<file path="src/hdl/arq_pkg.sv">
// ----------------------------------------------------------------------------
// ARQ sender package
// Event and action codes, widths and constants shared by the sender files.
// ----------------------------------------------------------------------------
`default_nettype none

package arq_pkg;

   localparam int SEQ_W    = 32;
   localparam int TOL_W    = 9;
   localparam int FUNC_W   = 2;
   localparam int ACTION_W = 3;
   localparam int SCALE_SH = 8;
   localparam int PROD_W   = SEQ_W + TOL_W;

   localparam logic [TOL_W-1:0] TOL_RESET  = 9'd128;
   localparam logic [TOL_W-1:0] FULL_SCALE = 9'd256;
   localparam logic [SEQ_W-1:0] COUNT_MAX  = '1;

   typedef enum logic [FUNC_W-1:0] {
      FUNC_CONNECT = 2'd0,
      FUNC_SEND    = 2'd1,
      FUNC_ACK     = 2'd2,
      FUNC_TIMEOUT = 2'd3
   } func_type;

   typedef enum logic [ACTION_W-1:0] {
      ACT_NONE       = 3'd0,
      ACT_TRANSMIT   = 3'd1,
      ACT_RETRANSMIT = 3'd2,
      ACT_DELIVERED  = 3'd3,
      ACT_ABANDONED  = 3'd4,
      ACT_REJECTED   = 3'd5,
      ACT_CONNECTED  = 3'd6
   } action_type;

endpackage

`default_nettype wire

</file>
<file path="src/hdl/arq_if.sv">
// ----------------------------------------------------------------------------
// ARQ sender channels
// Valid/ready channels for events, actions and the tolerance register.
// ----------------------------------------------------------------------------
`default_nettype none

interface arq_req_if import arq_pkg::*; ();
   logic                valid;
   logic                ready;
   logic [FUNC_W-1:0]   func;
   logic [SEQ_W-1:0]    ack_number;

   modport source (output valid, output func, output ack_number, input ready);
   modport sink   (input valid, input func, input ack_number, output ready);
endinterface

interface arq_rsp_if import arq_pkg::*; ();
   logic                valid;
   logic                ready;
   logic [ACTION_W-1:0] action;
   logic [SEQ_W-1:0]    packet_seq;

   modport source (output valid, output action, output packet_seq, input ready);
   modport sink   (input valid, input action, input packet_seq, output ready);
endinterface

interface arq_csr_if import arq_pkg::*; ();
   logic                valid;
   logic                ready;
   logic [TOL_W-1:0]    loss_tolerance;

   modport source (output valid, output loss_tolerance, input ready);
   modport sink   (input valid, input loss_tolerance, output ready);
endinterface

`default_nettype wire

</file>
<file path="src/hdl/loss_tolerant_arq_sender.sv">
// ----------------------------------------------------------------------------
// Loss-tolerant stop-and-wait ARQ sender
// Connection, sequence and delivery bookkeeping with partial reliability.
// ----------------------------------------------------------------------------
// One event is taken per clock cycle unless the action register stalls, and
// gives exactly one action, held in the event register, then in the action
// register. The link state (sequence number, saturating sent and acked
// counts, connected and waiting flags) is updated as an event moves from the
// event register to the action register, so the next event already sees it.
// A failed packet is retransmitted while acked*256 < sent*(256 - tolerance);
// write the tolerance (units of 1/256, reset 128) only while the block is idle.
`default_nettype none

module loss_tolerant_arq_sender
   import arq_pkg::*;
(
   input  wire logic clock,
   input  wire logic reset,
   arq_req_if.sink   req_ch,
   arq_rsp_if.source rsp_ch,
   arq_csr_if.sink   csr_ch
);

   logic             in_valid_ff;
   func_type         in_func_ff;
   logic [SEQ_W-1:0] in_ack_ff;

   logic             out_valid_ff;
   action_type       out_action_ff;
   logic [SEQ_W-1:0] out_seq_ff;

   logic [TOL_W-1:0] tolerance_ff;
   logic [SEQ_W-1:0] next_seq_ff;
   logic [SEQ_W-1:0] sent_ff;
   logic [SEQ_W-1:0] acked_ff;
   logic             connected_ff;
   logic             awaiting_ff;

   logic [SEQ_W-1:0] next_seq_in;
   logic [SEQ_W-1:0] sent_in;
   logic [SEQ_W-1:0] acked_in;
   logic             connected_in;
   logic             awaiting_in;
   action_type       action_in;
   logic [SEQ_W-1:0] seq_in;

   logic advance;
   logic retry;

   assign advance       = in_valid_ff && (!out_valid_ff || rsp_ch.ready);
   assign req_ch.ready  = !in_valid_ff || advance;
   assign csr_ch.ready  = 1'b1;

   assign rsp_ch.valid      = out_valid_ff;
   assign rsp_ch.action     = out_action_ff;
   assign rsp_ch.packet_seq = out_seq_ff;

   arq_retry u_retry (
      .sent_count     (sent_ff),
      .acked_count    (acked_ff),
      .loss_tolerance (tolerance_ff),
      .retry          (retry)
   );

   always_comb begin
      next_seq_in  = next_seq_ff;
      sent_in      = sent_ff;
      acked_in     = acked_ff;
      connected_in = connected_ff;
      awaiting_in  = awaiting_ff;
      action_in    = ACT_NONE;
      seq_in       = '0;
      case (in_func_ff)
         FUNC_CONNECT: begin
            connected_in = 1'b1;
            awaiting_in  = 1'b0;
            sent_in      = '0;
            acked_in     = '0;
            action_in    = ACT_CONNECTED;
         end
         FUNC_SEND: begin
            if (!connected_ff || awaiting_ff) begin
               action_in = ACT_REJECTED;
            end else begin
               seq_in      = next_seq_ff;
               next_seq_in = next_seq_ff + 1'b1;
               sent_in     = (sent_ff == COUNT_MAX) ? sent_ff : sent_ff + 1'b1;
               awaiting_in = 1'b1;
               action_in   = ACT_TRANSMIT;
            end
         end
         default: begin
            if (awaiting_ff) begin
               if (in_func_ff == FUNC_ACK && in_ack_ff == next_seq_ff) begin
                  acked_in    = (acked_ff == COUNT_MAX) ? acked_ff : acked_ff + 1'b1;
                  awaiting_in = 1'b0;
                  action_in   = ACT_DELIVERED;
               end else if (retry) begin
                  seq_in    = next_seq_ff - 1'b1;
                  action_in = ACT_RETRANSMIT;
               end else begin
                  awaiting_in = 1'b0;
                  action_in   = ACT_ABANDONED;
               end
            end
         end
      endcase
   end

   always_ff @(posedge clock) begin
      if (reset) begin
         in_valid_ff  <= 1'b0;
         out_valid_ff <= 1'b0;
         tolerance_ff <= TOL_RESET;
         next_seq_ff  <= '0;
         sent_ff      <= '0;
         acked_ff     <= '0;
         connected_ff <= 1'b0;
         awaiting_ff  <= 1'b0;
      end else begin
         if (csr_ch.valid) begin
            tolerance_ff <= csr_ch.loss_tolerance;
         end
         if (req_ch.ready) begin
            in_valid_ff <= req_ch.valid;
         end
         if (advance) begin
            out_valid_ff <= 1'b1;
            next_seq_ff  <= next_seq_in;
            sent_ff      <= sent_in;
            acked_ff     <= acked_in;
            connected_ff <= connected_in;
            awaiting_ff  <= awaiting_in;
         end else if (rsp_ch.ready) begin
            out_valid_ff <= 1'b0;
         end
      end
   end

   always_ff @(posedge clock) begin
      if (req_ch.valid && req_ch.ready) begin
         in_func_ff <= func_type'(req_ch.func);
         in_ack_ff  <= req_ch.ack_number;
      end
      if (advance) begin
         out_action_ff <= action_in;
         out_seq_ff    <= seq_in;
      end
   end

endmodule

`default_nettype wire

</file>
<file path="src/hdl/arq_retry.sv">
// ----------------------------------------------------------------------------
// ARQ retry decision
// Retry while acked*256 < sent*(256 - tolerance), tolerance clamped to 256.
// ----------------------------------------------------------------------------
`default_nettype none

module arq_retry
   import arq_pkg::*;
(
   input  wire logic [SEQ_W-1:0] sent_count,
   input  wire logic [SEQ_W-1:0] acked_count,
   input  wire logic [TOL_W-1:0] loss_tolerance,
   output logic                  retry
);

   logic [TOL_W-1:0]  tol_clamp;
   logic [TOL_W-1:0]  factor;
   logic [PROD_W-1:0] lhs;
   logic [PROD_W-1:0] rhs;

   always_comb begin
      tol_clamp = (loss_tolerance > FULL_SCALE) ? FULL_SCALE : loss_tolerance;
      factor    = FULL_SCALE - tol_clamp;
      lhs       = {{(PROD_W-SEQ_W-SCALE_SH){1'b0}}, acked_count, {SCALE_SH{1'b0}}};
      rhs       = PROD_W'(sent_count) * PROD_W'(factor);
      retry     = lhs < rhs;
   end

endmodule

`default_nettype wire

</file>
<file path="src/flat_wrapper.sv">
// flat-port wrapper written by rule: the top's interface ports become plain ports
module loss_tolerant_arq_sender_flat import arq_pkg::*;
  (clock, reset, req_ch_valid, req_ch_func, req_ch_ack_number, req_ch_ready, rsp_ch_valid, rsp_ch_action, rsp_ch_packet_seq, rsp_ch_ready, csr_ch_valid, csr_ch_loss_tolerance, csr_ch_ready);
  arq_req_if req_ch_i ();
  arq_rsp_if rsp_ch_i ();
  arq_csr_if csr_ch_i ();
  input  wire logic clock;
  input  wire logic reset;
  input wire logic [$bits(req_ch_i.valid)-1:0] req_ch_valid;
  input wire logic [$bits(req_ch_i.func)-1:0] req_ch_func;
  input wire logic [$bits(req_ch_i.ack_number)-1:0] req_ch_ack_number;
  output wire logic [$bits(req_ch_i.ready)-1:0] req_ch_ready;
  output wire logic [$bits(rsp_ch_i.valid)-1:0] rsp_ch_valid;
  output wire logic [$bits(rsp_ch_i.action)-1:0] rsp_ch_action;
  output wire logic [$bits(rsp_ch_i.packet_seq)-1:0] rsp_ch_packet_seq;
  input wire logic [$bits(rsp_ch_i.ready)-1:0] rsp_ch_ready;
  input wire logic [$bits(csr_ch_i.valid)-1:0] csr_ch_valid;
  input wire logic [$bits(csr_ch_i.loss_tolerance)-1:0] csr_ch_loss_tolerance;
  output wire logic [$bits(csr_ch_i.ready)-1:0] csr_ch_ready;
  assign req_ch_i.valid = req_ch_valid;
  assign req_ch_i.func = req_ch_func;
  assign req_ch_i.ack_number = req_ch_ack_number;
  assign req_ch_ready = req_ch_i.ready;
  assign rsp_ch_valid = rsp_ch_i.valid;
  assign rsp_ch_action = rsp_ch_i.action;
  assign rsp_ch_packet_seq = rsp_ch_i.packet_seq;
  assign rsp_ch_i.ready = rsp_ch_ready;
  assign csr_ch_i.valid = csr_ch_valid;
  assign csr_ch_i.loss_tolerance = csr_ch_loss_tolerance;
  assign csr_ch_ready = csr_ch_i.ready;
  loss_tolerant_arq_sender u_core (.clock(clock), .reset(reset), .req_ch(req_ch_i), .rsp_ch(rsp_ch_i), .csr_ch(csr_ch_i));
endmodule
</file>
<file path="config.mk">
export PLATFORM = sky130hd
export DESIGN_NAME = loss_tolerant_arq_sender_flat
export DESIGN_NICKNAME = d
export VERILOG_FILES = /design/src/hdl/arq_pkg.sv /design/src/hdl/arq_if.sv /design/src/hdl/loss_tolerant_arq_sender.sv /design/src/hdl/arq_retry.sv /design/src/flat_wrapper.sv
export SDC_FILE = /design/constraint.sdc
export NUM_CORES = 1
export LEC_CHECK = 0
export ABC_AREA = 0
export BUFFER_PORTS_ARGS = -buffer_cell sky130_fd_sc_hd__buf_2
export CAP_MARGIN = 20
export CORE_UTILIZATION = 50
export DETAILED_ROUTE_END_ITERATION = 10
export GPL_TIMING_DRIVEN = 0
export PLACE_DENSITY_LB_ADDON = 0.15
export SETUP_SLACK_MARGIN = 0.05
export SYNTH_ARGS = -nofsm -noshare
export SYNTH_HDL_FRONTEND = slang
export SYNTH_SLANG_ARGS = --single-unit
</file>
<file path="constraint.sdc">
create_clock -name clock -period 10 [get_ports clock]
set_input_delay 2 -clock clock [delete_from_list [all_inputs] [get_ports clock]]
set_output_delay 2 -clock clock [all_outputs]
set_load 0.05 [all_outputs]
</file>
==> results_dict.tcl, run 1 <==
set metrics [dict create \
    worst_pin_slew_ns 0.9952 \
    finalMaxSlewViolations 0 \
    tritoncts "done" \
    layout_common_cells "268 x inv_1, 211 x fa_1, 191 x nand2_1, 152 x and2_1, 149 x nor2_1" \
    yosys_warnings 0 \
    dpl.hpwl_um 37400 \
    library_cells_used_by_synthesis 81 \
    final_period_minus_worst_setup_slack_ns 9.484 \
    result_of_the_run "finished clean" \
    cts-root-to-sink-buffers 2 \
    critical-path-slowest-cell "fa_1" \
    track_usage_pct 27.13 \
    area_growth_pct 10.13 \
    clk_pin_slew_ns 0.08 \
    place_worst_setup_slack_ns -1.490 \
    setup_viol 0 \
    grt_remaining_overflow 0 \
    clock_root_buffer_master "clkbuf_16" \
    io_pins 86 \
    ys.flop_type "dfxtp_1" \
    critical_path.most_common_cell "a21o_1" \
    cts-buffers-inserted 17 \
    finalWeightedCongestion 0.8872 \
    final_core_utilization_pct 56.19 \
    h-tree-depth 4 \
    cts-hold-fix-buffers 0 \
    worstHoldPathType "flip-flop to flip-flop" \
    worst_hold_slack_after_final_layout_ns 0.5247 \
    detail_route.drc_violations 0 \
    fin_total_pwr_mw 1.699 \
    portbufs 83 \
    rsz_0062_raised_after_global_routing "yes" \
    grt_util_met1_pct 36.45 \
    seq_area_frac_synth_pct 23.33 \
    global_route.peak_usage_layer "met2" \
    fin_crit_sh_pct 94.84 \
    critical_path.max_fanout 10 \
    critical_path_arrival_ns 9.72 \
    first_iter_violations 977 \
    drt_wl_total_um 48280 \
    achievable-frequency_mhz 105.4 \
    syn_inst 2045 \
    endpoint_class_of_the_critical_path "flip-flop" \
    crit_type "flip-flop to flip-flop" \
    irDropWorstVdd_mv 0.1257 \
    worstSkewPairLatency_ns 0.45 \
    routed-via-count 14520 \
    rows 69 \
    floorplan.initialDensity_pct 51.03 \
    synth_edf_count 69 \
    firstDrtPassIters 5 \
    critPathMaxStageDelay_ns 0.57 \
    ys_async_sr_fraction_pct 0 \
    critPathRequiredTime_ns 10.24 \
    syn_nets 2402 \
    timing_hold_violations_final 0 \
    worst_slack_ns 0.5161 \
    die_height_um 193.0 \
    grt.met3_usage_pct 2.570 \
    die_area_um2 37240 \
    nets 2506 \
    cellPowerDensity_nw_per_um2 84.61 \
    power.leakage_nw 9.624 \
    fin_tns_setup_ns 0 \
    chipWidth_um 193.0 \
    cts_num_sinks 178 \
    viasPerCell 5.533 \
    first_global_vias 14590 \
    antenna_found_initial 2 \
    mappedNetlistArea_um2 18240 \
    timing.max_cap.violations 0 \
    detail_route.wl_per_cell_um 18.39 \
    maxSlewHeadroom_pct 33.14 \
    syn_area_per_cell_um2 8.918 \
    drive_gt1_share_pct 9.667 \
    gr-usage-met2_pct 45.70 \
    timing.clock.skew_ns 0.01521 \
    critical_path.startpoint_type "flip-flop" \
    grt_pass1_wl_um 78080 \
    layout_commonest_cell "inv_1" \
    grt_start_max_net_pins 38 \
    post_detailed_route_count_of_antenna_violating_nets 0 \
    synth_seq_cells 178 \
    core_region_area_um2 35740 \
]
## kinds of logic after synthesis
group / share of synthesized area, %
and+or+nand+nor: 21.78
buffers and inverters: 8.219
adders and majority gates: 29.88
AOI/OAI and AO/OA: 8.981
DFF: 23.33
xor gates and xnor gates: 7.293
muxes: 0.4940
other: 0.02056
## layout make-up
class / count / area, um^2
clock buffer: 17 / 425.4
clock inverter: 15 / 219.0
tap: 461 / 576.8
fill: 3293 / 15660
antenna: 2 / 5.005
buffer: 112 / 529.3
timing repair buffer: 85 / 442.9
multi-input combinational: 1486 / 12620
sequential: 178 / 4254
inverter: 269 / 1010
## state kept, by name (all words and copies together), names as in the netlist
signal and cells:
u_core.next_seq_ff 32, u_core.rsp_ch.valid 1, u_core.connected_ff 1, u_core.rsp_ch.action 3, u_core.acked_ff 32, u_core.in_func_ff 2, u_core.in_valid_ff 1, u_core.awaiting_ff 1
u_core.sent_ff 32, u_core.in_ack_ff 32, u_core.tolerance_ff 9, u_core.rsp_ch.packet_seq 32
## metal layers
metal  wire length (um)  vias up
met5                  0        -
met4               1585        0
met3               2156       70
met2              23240      406
met1              21290     7235
li1                   -     6812
## critical path, delay by kind of cell, from the launching register on
kind | cells | cell delay (ns)
AO/OA/AOI/OAI | 13 | 3.05
XOR/XNOR | 1 | 0.20
adder cells (fa/ha/maj) | 7 | 2.94
buffers and inverters | 8 | 1.46
flip-flops | 1 | 0.30
AND/OR/NAND/NOR | 6 | 1.32
## through the flow
step                      cells  instance area, um^2
final                      2625                20080
after global routing       2623                20080
after CTS                  2622                19990
after detailed placement   2589                19230
after global placement     2589                19230
after floorplan            2045                18240
## cell usage after synthesis (all sizes together) (9+ instances only)
cell      n  area [um^2]
and2    154        964.7
edfxtp   69         2072
and3     18        112.6
nor2b    35        219.0
nand2b   12        82.58
or3      20        130.1
xor2     95        832.1
nand2   192        720.7
nor4     17        172.7
inv     269         1010
clkbuf   92        375.4
o211ai   14        105.1
o21ai    62        310.3
a211o     9        78.83
fa      211         4224
a21oi    85        425.4
xnor2    56        498.0
and4     13        115.1
nand3    56        297.8
dfxtp   109         2182
nor3     34        202.7
nand4    32        206.5
a21o     33        249.0
buf      20        113.9
mux2i     9        90.09
ha       98         1226
nor2    153        600.6
## path summary, 6_finish.rpt
| kind | from | to | slack, ns | cells past startpoint |
|---|---|---|---|---|
| max | u_core.tolerance_ff[8]$_SDFFE_PP0P_ | u_core.rsp_ch.packet_seq[26]$_DFFE_PP_ | 0.52 | 35 |
| min | u_core.acked_ff[9]$_SDFFE_PP0P_ | u_core.acked_ff[9]$_SDFFE_PP0P_ | 0.52 | 2 |
| max reg2reg | u_core.tolerance_ff[8]$_SDFFE_PP0P_ | u_core.rsp_ch.packet_seq[26]$_DFFE_PP_ | 0.52 | 35 |
| min reg2reg | u_core.acked_ff[9]$_SDFFE_PP0P_ | u_core.acked_ff[9]$_SDFFE_PP0P_ | 0.52 | 2 |
## where the power goes
| group | switching [mW] | internal [mW] | total, mW |
|---|---|---|---|
| clock | 0.368 | 0.354 | 0.722 |
| combinational | 0.151 | 0.0472 | 0.199 |
| sequential | 0.00900 | 0.770 | 0.779 |
## timing repair
action                     4_1_cts  5_1_grt
setup endpoints to repair       35       33
setup buffers                    1        1
gates resized for setup         32       26
pin swaps                        1        1
Power figures use the tool's default switching activity.
==> inputs of run 2 (changes only) <==
- ABC_AREA: 0 -> 1
- CORE_UTILIZATION: 50 -> 60
- clock period: 10 -> 9.99 ns (I/O delays scaled with it)
==> run 2 against run 1 <==
Against the previous run:
- routed wire length up 27%
- worst hold slack worse by 0.048 ns
- count of clock-buffer cells in the layout up 1
- synthesized cell count up 33%
- global-route usage up 11 points
- critical endpoint is now u_core.rsp_ch.packet_seq[23]$_DFFE_PP_
- highest routed layer unchanged
==> results_dict.tcl, run 2 <==
set metrics [dict create \
    syn_area_per_cell_um2 7.342 \
    clk_pin_slew_ns 0.07 \
    result_of_the_run "finished clean" \
    antenna_found_initial 0 \
    route.layer.met1.wl_um 24440 \
    seq_area_frac_synth_pct 21.35 \
    detail_route.drc_violations 0 \
    track_usage_pct 38.04 \
    h-tree-depth 4 \
    grt_remaining_overflow 0 \
    synth_seq_cells 178 \
    grt_pass1_wl_um 98310 \
    fin_total_pwr_mw 1.772 \
    postCtsResizedCells 0 \
    cellPowerDensity_nw_per_um2 82.09 \
    timing_hold_violations_final 0 \
    power_frac_comb_pct 11.9 \
    cts_num_sinks 178 \
    cts-root-to-sink-buffers 2 \
    irDropWorstVdd_mv 0.1424 \
    layout_common_cells "546 x nand2_1, 422 x inv_1, 386 x nor2_1, 211 x fa_1, 143 x a21oi_1" \
    chipWidth_um 184.2 \
    first_iter_violations 1672 \
    rsz_0062_raised_after_global_routing "no" \
    timing.max_cap.violations 0 \
    syn_inst 2714 \
    synth_edf_count 69 \
    yosys_warnings 0 \
    netlist.area_leader.share_pct 21.20 \
    detail_route.wl_per_cell_um 18.74 \
    crit_type "flip-flop to flip-flop" \
    pwr-share-seq_pct 44.1 \
    leading_post_synthesis_cells_by_instance_count "546 x nand2_1, 423 x inv_1, 386 x nor2_1" \
    worstHoldPathType "flip-flop to flip-flop" \
    worst_pin_slew_ns 0.8942 \
    post_synth_main_area_contributors "fa_1 21%, dfxtp_1 11%, edfxtp_1 10%, nand2_1 10%, inv_1 8.0%" \
    critical_path.max_fanout 10 \
    tritoncts "done" \
    dpl.hpwl_um 50010 \
    area_growth_pct 8.364 \
    critPathMaxStageDelay_ns 0.61 \
    p_sw_mw 0.5043 \
    endpoint_class_of_the_critical_path "flip-flop" \
    worst_slack_ns 0.9678 \
    finalWeightedCongestion 1.045 \
    final_core_utilization_pct 66.19 \
    syn_nets 3071 \
    setup_viol 0 \
    viasPerCell 5.742 \
    achievable-frequency_mhz 110.8 \
    portbufs 82 \
    maxSlewHeadroom_pct 40.38 \
    drt_wl_total_um 61300 \
    critical_path_arrival_ns 9.28 \
    dr_wl_met2_um 28430 \
    routed-via-count 18780 \
    antenna-diode-count 0 \
    die_height_um 184.2 \
    post_cts_buffers 0 \
    rows 66 \
    grt_start_max_net_pins 38 \
    power.clock.fraction_pct 44.0 \
    synthMostInstantiatedCell "nand2_1" \
    fin_crit_sh_pct 90.31 \
    cts-buffers-inserted 17 \
    filler_cell_count 2866 \
    worstSkewPairLatency_ns 0.47 \
    wl_met3_um 4867 \
    critPathRequiredTime_ns 10.25 \
    finalMaxSlewViolations 0 \
    netSwitchingFraction_pct 28.45 \
    clock_root_buffer_master "clkbuf_16" \
    synth.largest_area_cell "fa_1" \
    fin_tns_setup_ns 0 \
    library_cells_used_by_synthesis 50 \
    ys_async_sr_fraction_pct 0 \
    critical_path.startpoint_type "flip-flop" \
    power.leakage_nw 9.965 \
    first_global_vias 18840 \
    final_period_minus_worst_setup_slack_ns 9.022 \
    topRoutingLayerUsed "met4" \
    core_region_area_um2 32620 \
    critical-path-slowest-cell "fa_1" \
    die_area_um2 33940 \
    power_report.internal_total_mw 1.268 \
    io_pins 86 \
    firstDrtPassIters 7 \
    floorplan.initialDensity_pct 61.09 \
    place_worst_setup_slack_ns 1.343 \
    drive_gt1_share_pct 7.741 \
    nets 3173 \
    timing.clock.skew_ns 0.01420 \
    cts-hold-fix-buffers 0 \
    ys.flop_type "dfxtp_1" \
    critical_path.most_common_cell "nand2_1" \
    layout_commonest_cell "nand2_1" \
    mappedNetlistArea_um2 19930 \
    post_detailed_route_count_of_antenna_violating_nets 0 \
]
-- run 2: cell count changes in the layout (fill, tap and decap cells not counted), sizes merged, moves of 25 or more --
cell / change
a21o: -29
a21oi: +58
and2: -154
clkbuf: -28
inv: +164
nand2: +363
nand3: +66
nand4: +25
nor2: +245
nor2b: -35
nor3: +51
o21ai: +33
xnor2: -27
-- run 2: logic make-up after synthesis --
group,after synthesis,share of synthesized area (%)
AOI/OAI and AO/OA,271,7.203
xor gates and xnor gates,123,5.407
adders and majority gates,309,27.35
buffers and inverters,555,10.93
DFF,178,21.35
other,1,0.01882
and+or+nand+nor,1277,27.74
-- run 2: metrics by stage --
stage               hold slack (ns)  area, um^2  instances
floorplan                    0.4301       19930       2714
global placement             0.4432       20890       3238
detailed placement           0.4688       20890       3238
CTS                          0.4804       21560       3270
global route                 0.4967       21590       3271
finish                       0.4763       21590       3271
-- run 2: cell type report --
| cell class | count | area, um^2 | area share, % |
|---|---|---|---|
| inverter | 448 | 1682 | 7.788 |
| timing repair buffer | 83 | 437.9 | 2.028 |
| buffer | 107 | 495.5 | 2.295 |
| sequential | 178 | 4254 | 19.70 |
| clock inverter | 14 | 246.5 | 1.142 |
| multi-input combinational | 1981 | 13490 | 62.50 |
| clock buffer | 18 | 429.2 | 1.988 |
| tap | 442 | 553.0 | 2.561 |
-- run 2: final timing paths --
path | endpoint | cells after the start | start | slack (ns)
min | u_core.connected_ff$_SDFFE_PP0P_ | 2 | u_core.connected_ff$_SDFFE_PP0P_ | 0.48
min reg2reg | u_core.connected_ff$_SDFFE_PP0P_ | 2 | u_core.connected_ff$_SDFFE_PP0P_ | 0.48
max reg2reg | u_core.rsp_ch.packet_seq[23]$_DFFE_PP_ | 36 | u_core.tolerance_ff[8]$_SDFFE_PP0P_ | 0.97
max | u_core.rsp_ch.packet_seq[23]$_DFFE_PP_ | 36 | u_core.tolerance_ff[8]$_SDFFE_PP0P_ | 0.97
-- run 2: worst max-delay path: cells and delay by family (launching register included) --
kind	cells	cell delay (ns)
buffers and inverters	6	0.91
DFF	1	0.36
AOI/OAI and AO/OA	7	1.37
xor gates and xnor gates	1	0.27
and+or+nand+nor	15	2.71
adders and majority gates	7	3.16
-- run 2: power by group through the flow --
stage	combinational, mW	sequential, mW	clock [mW]
4_1_cts	0.203	0.781	0.782
5_1_grt	0.223	0.782	0.810
6_report	0.211	0.781	0.780
2_1_floorplan	0.107	0.814	0
3_5_place_dp	0.202	0.797	0
3_3_place_gp	0.198	0.797	0
-- run 2: layer usage --
metal | GRT usage (%) | vias to the layer above
li1 | - | 8749
met1 | 47.77 | 8878
met2 | 61.73 | 938
met3 | 6.797 | 216
met4 | 21.90 | 0
met5 | 0 | -
==> inputs of run 3 (changes only) <==
- CORE_ASPECT_RATIO: not set -> 0.75
- CORE_UTILIZATION: 60 -> 39
==> run 3 against run 2 <==
Against the previous run:
- first-iteration DRC count is 8.5% higher
- die area is 53% higher
- sequential power hardly changed
- clock power is 14% lower
- via count is 2.2% lower
- critical path type unchanged
==> results_dict.tcl, run 3 (synthesis results as in run 2) <==
set metrics [dict create \
    setup_viol 0 \
    cts-root-to-sink-buffers 2 \
    grt_remaining_overflow 0 \
    timing.clock.skew_ns 0.02332 \
    core_region_area_um2 50280 \
    dpl.hpwl_um 56650 \
    final_cell_count_no_fill 3486 \
    fin_tns_setup_ns 0 \
    crit_type "flip-flop to flip-flop" \
    netSwitchingFraction_pct 32.16 \
    nets 3173 \
    maxSlewHeadroom_pct 29.75 \
    timing_hold_violations_final 0 \
    grt_pass1_wl_um 106100 \
    firstDrtPassIters 5 \
    tritoncts "done" \
    io_pins 86 \
    timing.critical_path.from "u_core.tolerance_ff[8]$_SDFFE_PP0P_" \
    critPathRequiredTime_ns 10.19 \
    power_report.internal_total_mw 1.143 \
    detail_route.drc_violations 0 \
    area_growth_pct 9.093 \
    cellPowerDensity_nw_per_um2 77.51 \
    layout_common_cells "546 x nand2_1, 422 x inv_1, 386 x nor2_1, 211 x fa_1, 143 x a21oi_1" \
    routed-via-count 18360 \
    antenna-diode-count 0 \
    first_iter_violations 1814 \
    critPathMaxStageDelay_ns 0.57 \
    critical_path_arrival_ns 9.47 \
    worstHoldPathType "flip-flop to flip-flop" \
    timing.max_cap.violations 0 \
    achievable-frequency_mhz 107.9 \
    worstReg2RegStart "u_core.tolerance_ff[8]$_SDFFE_PP0P_" \
    critical_path.most_common_cell "nand2_1" \
    power.leakage_nw 9.910 \
    viasPerCell 5.268 \
    power_frac_comb_pct 13.7 \
    clk_pin_slew_ns 0.08 \
    p_sw_mw 0.5418 \
    cts-buffers-inserted 17 \
    hold_start "u_core.connected_ff$_SDFFE_PP0P_" \
    endpoint_class_of_the_critical_path "flip-flop" \
    first_global_vias 17670 \
    cts-hold-fix-buffers 0 \
    final_period_minus_worst_setup_slack_ns 9.267 \
    critical-path-slowest-cell "nand2_1" \
    detail_route.wl_per_cell_um 19.48 \
    result_of_the_run "finished clean" \
    layout_commonest_cell "nand2_1" \
    critical_path.max_fanout 10 \
    drt_wl_total_um 67890 \
    portbufs 82 \
    cts_num_sinks 178 \
    chipWidth_um 263 \
    number_of_cells_in_the_design_after_placement 3454 \
    drive_gt1_share_pct 7.671 \
    finalWeightedCongestion 0.9903 \
    floorplan.initialDensity_pct 39.63 \
    grt_start_max_net_pins 38 \
    post_detailed_route_count_of_antenna_violating_nets 0 \
    filler_cell_count 5275 \
    rsz_0062_raised_after_global_routing "no" \
    h-tree-depth 4 \
    power.clock.fraction_pct 40.0 \
    die_height_um 197.8 \
    post_cts_buffers 0 \
    rows 71 \
    irDropWorstVdd_mv 0.1131 \
    finalMaxSlewViolations 0 \
    die_area_um2 52010 \
    worst_pin_slew_ns 1.054 \
    pwr-share-seq_pct 46.4 \
    clock_root_buffer_master "clkbuf_16" \
    track_usage_pct 26.90 \
    critical_path.startpoint_type "flip-flop" \
    postCtsResizedCells 0 \
    fin_crit_sh_pct 92.76 \
    antenna_found_initial 2 \
    worstSkewPairLatency_ns 0.48 \
]
==> run 3: power by group through the flow <==
stage	Combinational [mW]	Sequential (mW)	Clock [mW]
finish	0.230	0.781	0.673
global route	0.243	0.783	0.713
CTS	0.226	0.781	0.682
detailed placement	0.225	0.798	0
global placement	0.222	0.798	0
floorplan	0.107	0.814	0
==> run 3: worst paths after layout <==
check / endpoint / slack (ns) / cells after the start
worst max-delay path: u_core.rsp_ch.packet_seq[31]$_DFFE_PP_ / 0.72 / 38
worst min-delay path: u_core.connected_ff$_SDFFE_PP0P_ / 0.46 / 2
worst max register to register: u_core.rsp_ch.packet_seq[31]$_DFFE_PP_ / 0.72 / 38
worst min register to register: u_core.connected_ff$_SDFFE_PP0P_ / 0.46 / 2
==> run 3: layout make-up <==
cell class	count	area, um^2	share of cell area [%]
multi-input cells	1981	13490	62.08
flip-flops and latches	178	4254	19.57
inverters	448	1682	7.736
well taps	657	822.0	3.782
plain buffers	107	495.5	2.279
repair buffers	83	437.9	2.015
clock buffers	19	432.9	1.992
clock inverters	13	118.9	0.5468
==> run 3: worst max-delay path, delay by kind of cell, from the launching register on <==
kind,cells,cell delay (ns)
buffers and inverters,6,0.96
XOR/XNOR,1,0.19
AO/OA/AOI/OAI,7,1.56
adder cells (fa/ha/maj),7,3.08
flip-flops,1,0.35
AND/OR/NAND/NOR,17,2.84
==> run 3: routing by layer <==
layer	vias up	part of all wire [%]	GRT usage (%)
li1	8740	-	-
met1	8897	52	43.07
met2	682	39	36.47
met3	44	8.3	5.609
met4	0	1.1	4.700
met5	-	0	0
==> run 3: stage by stage <==
step | setup slack [ns] | total power, mW | util [%] | instance area (um^2) | hold slack, ns
2_1_floorplan | 3.290 | 0.9208 | - | 19930 | 0.4301
4_1_cts | 0.8841 | 1.690 | 43.23 | 21740 | 0.4642
3_3_place_gp | 0.9370 | 1.021 | 42.08 | 21160 | 0.4520
3_5_place_dp | 0.9026 | 1.023 | 42.13 | 21190 | 0.4534
6_report | 0.7230 | 1.685 | 43.23 | 21740 | 0.4607
5_1_grt | 0.06124 | 1.738 | 43.23 | 21740 | 0.4955
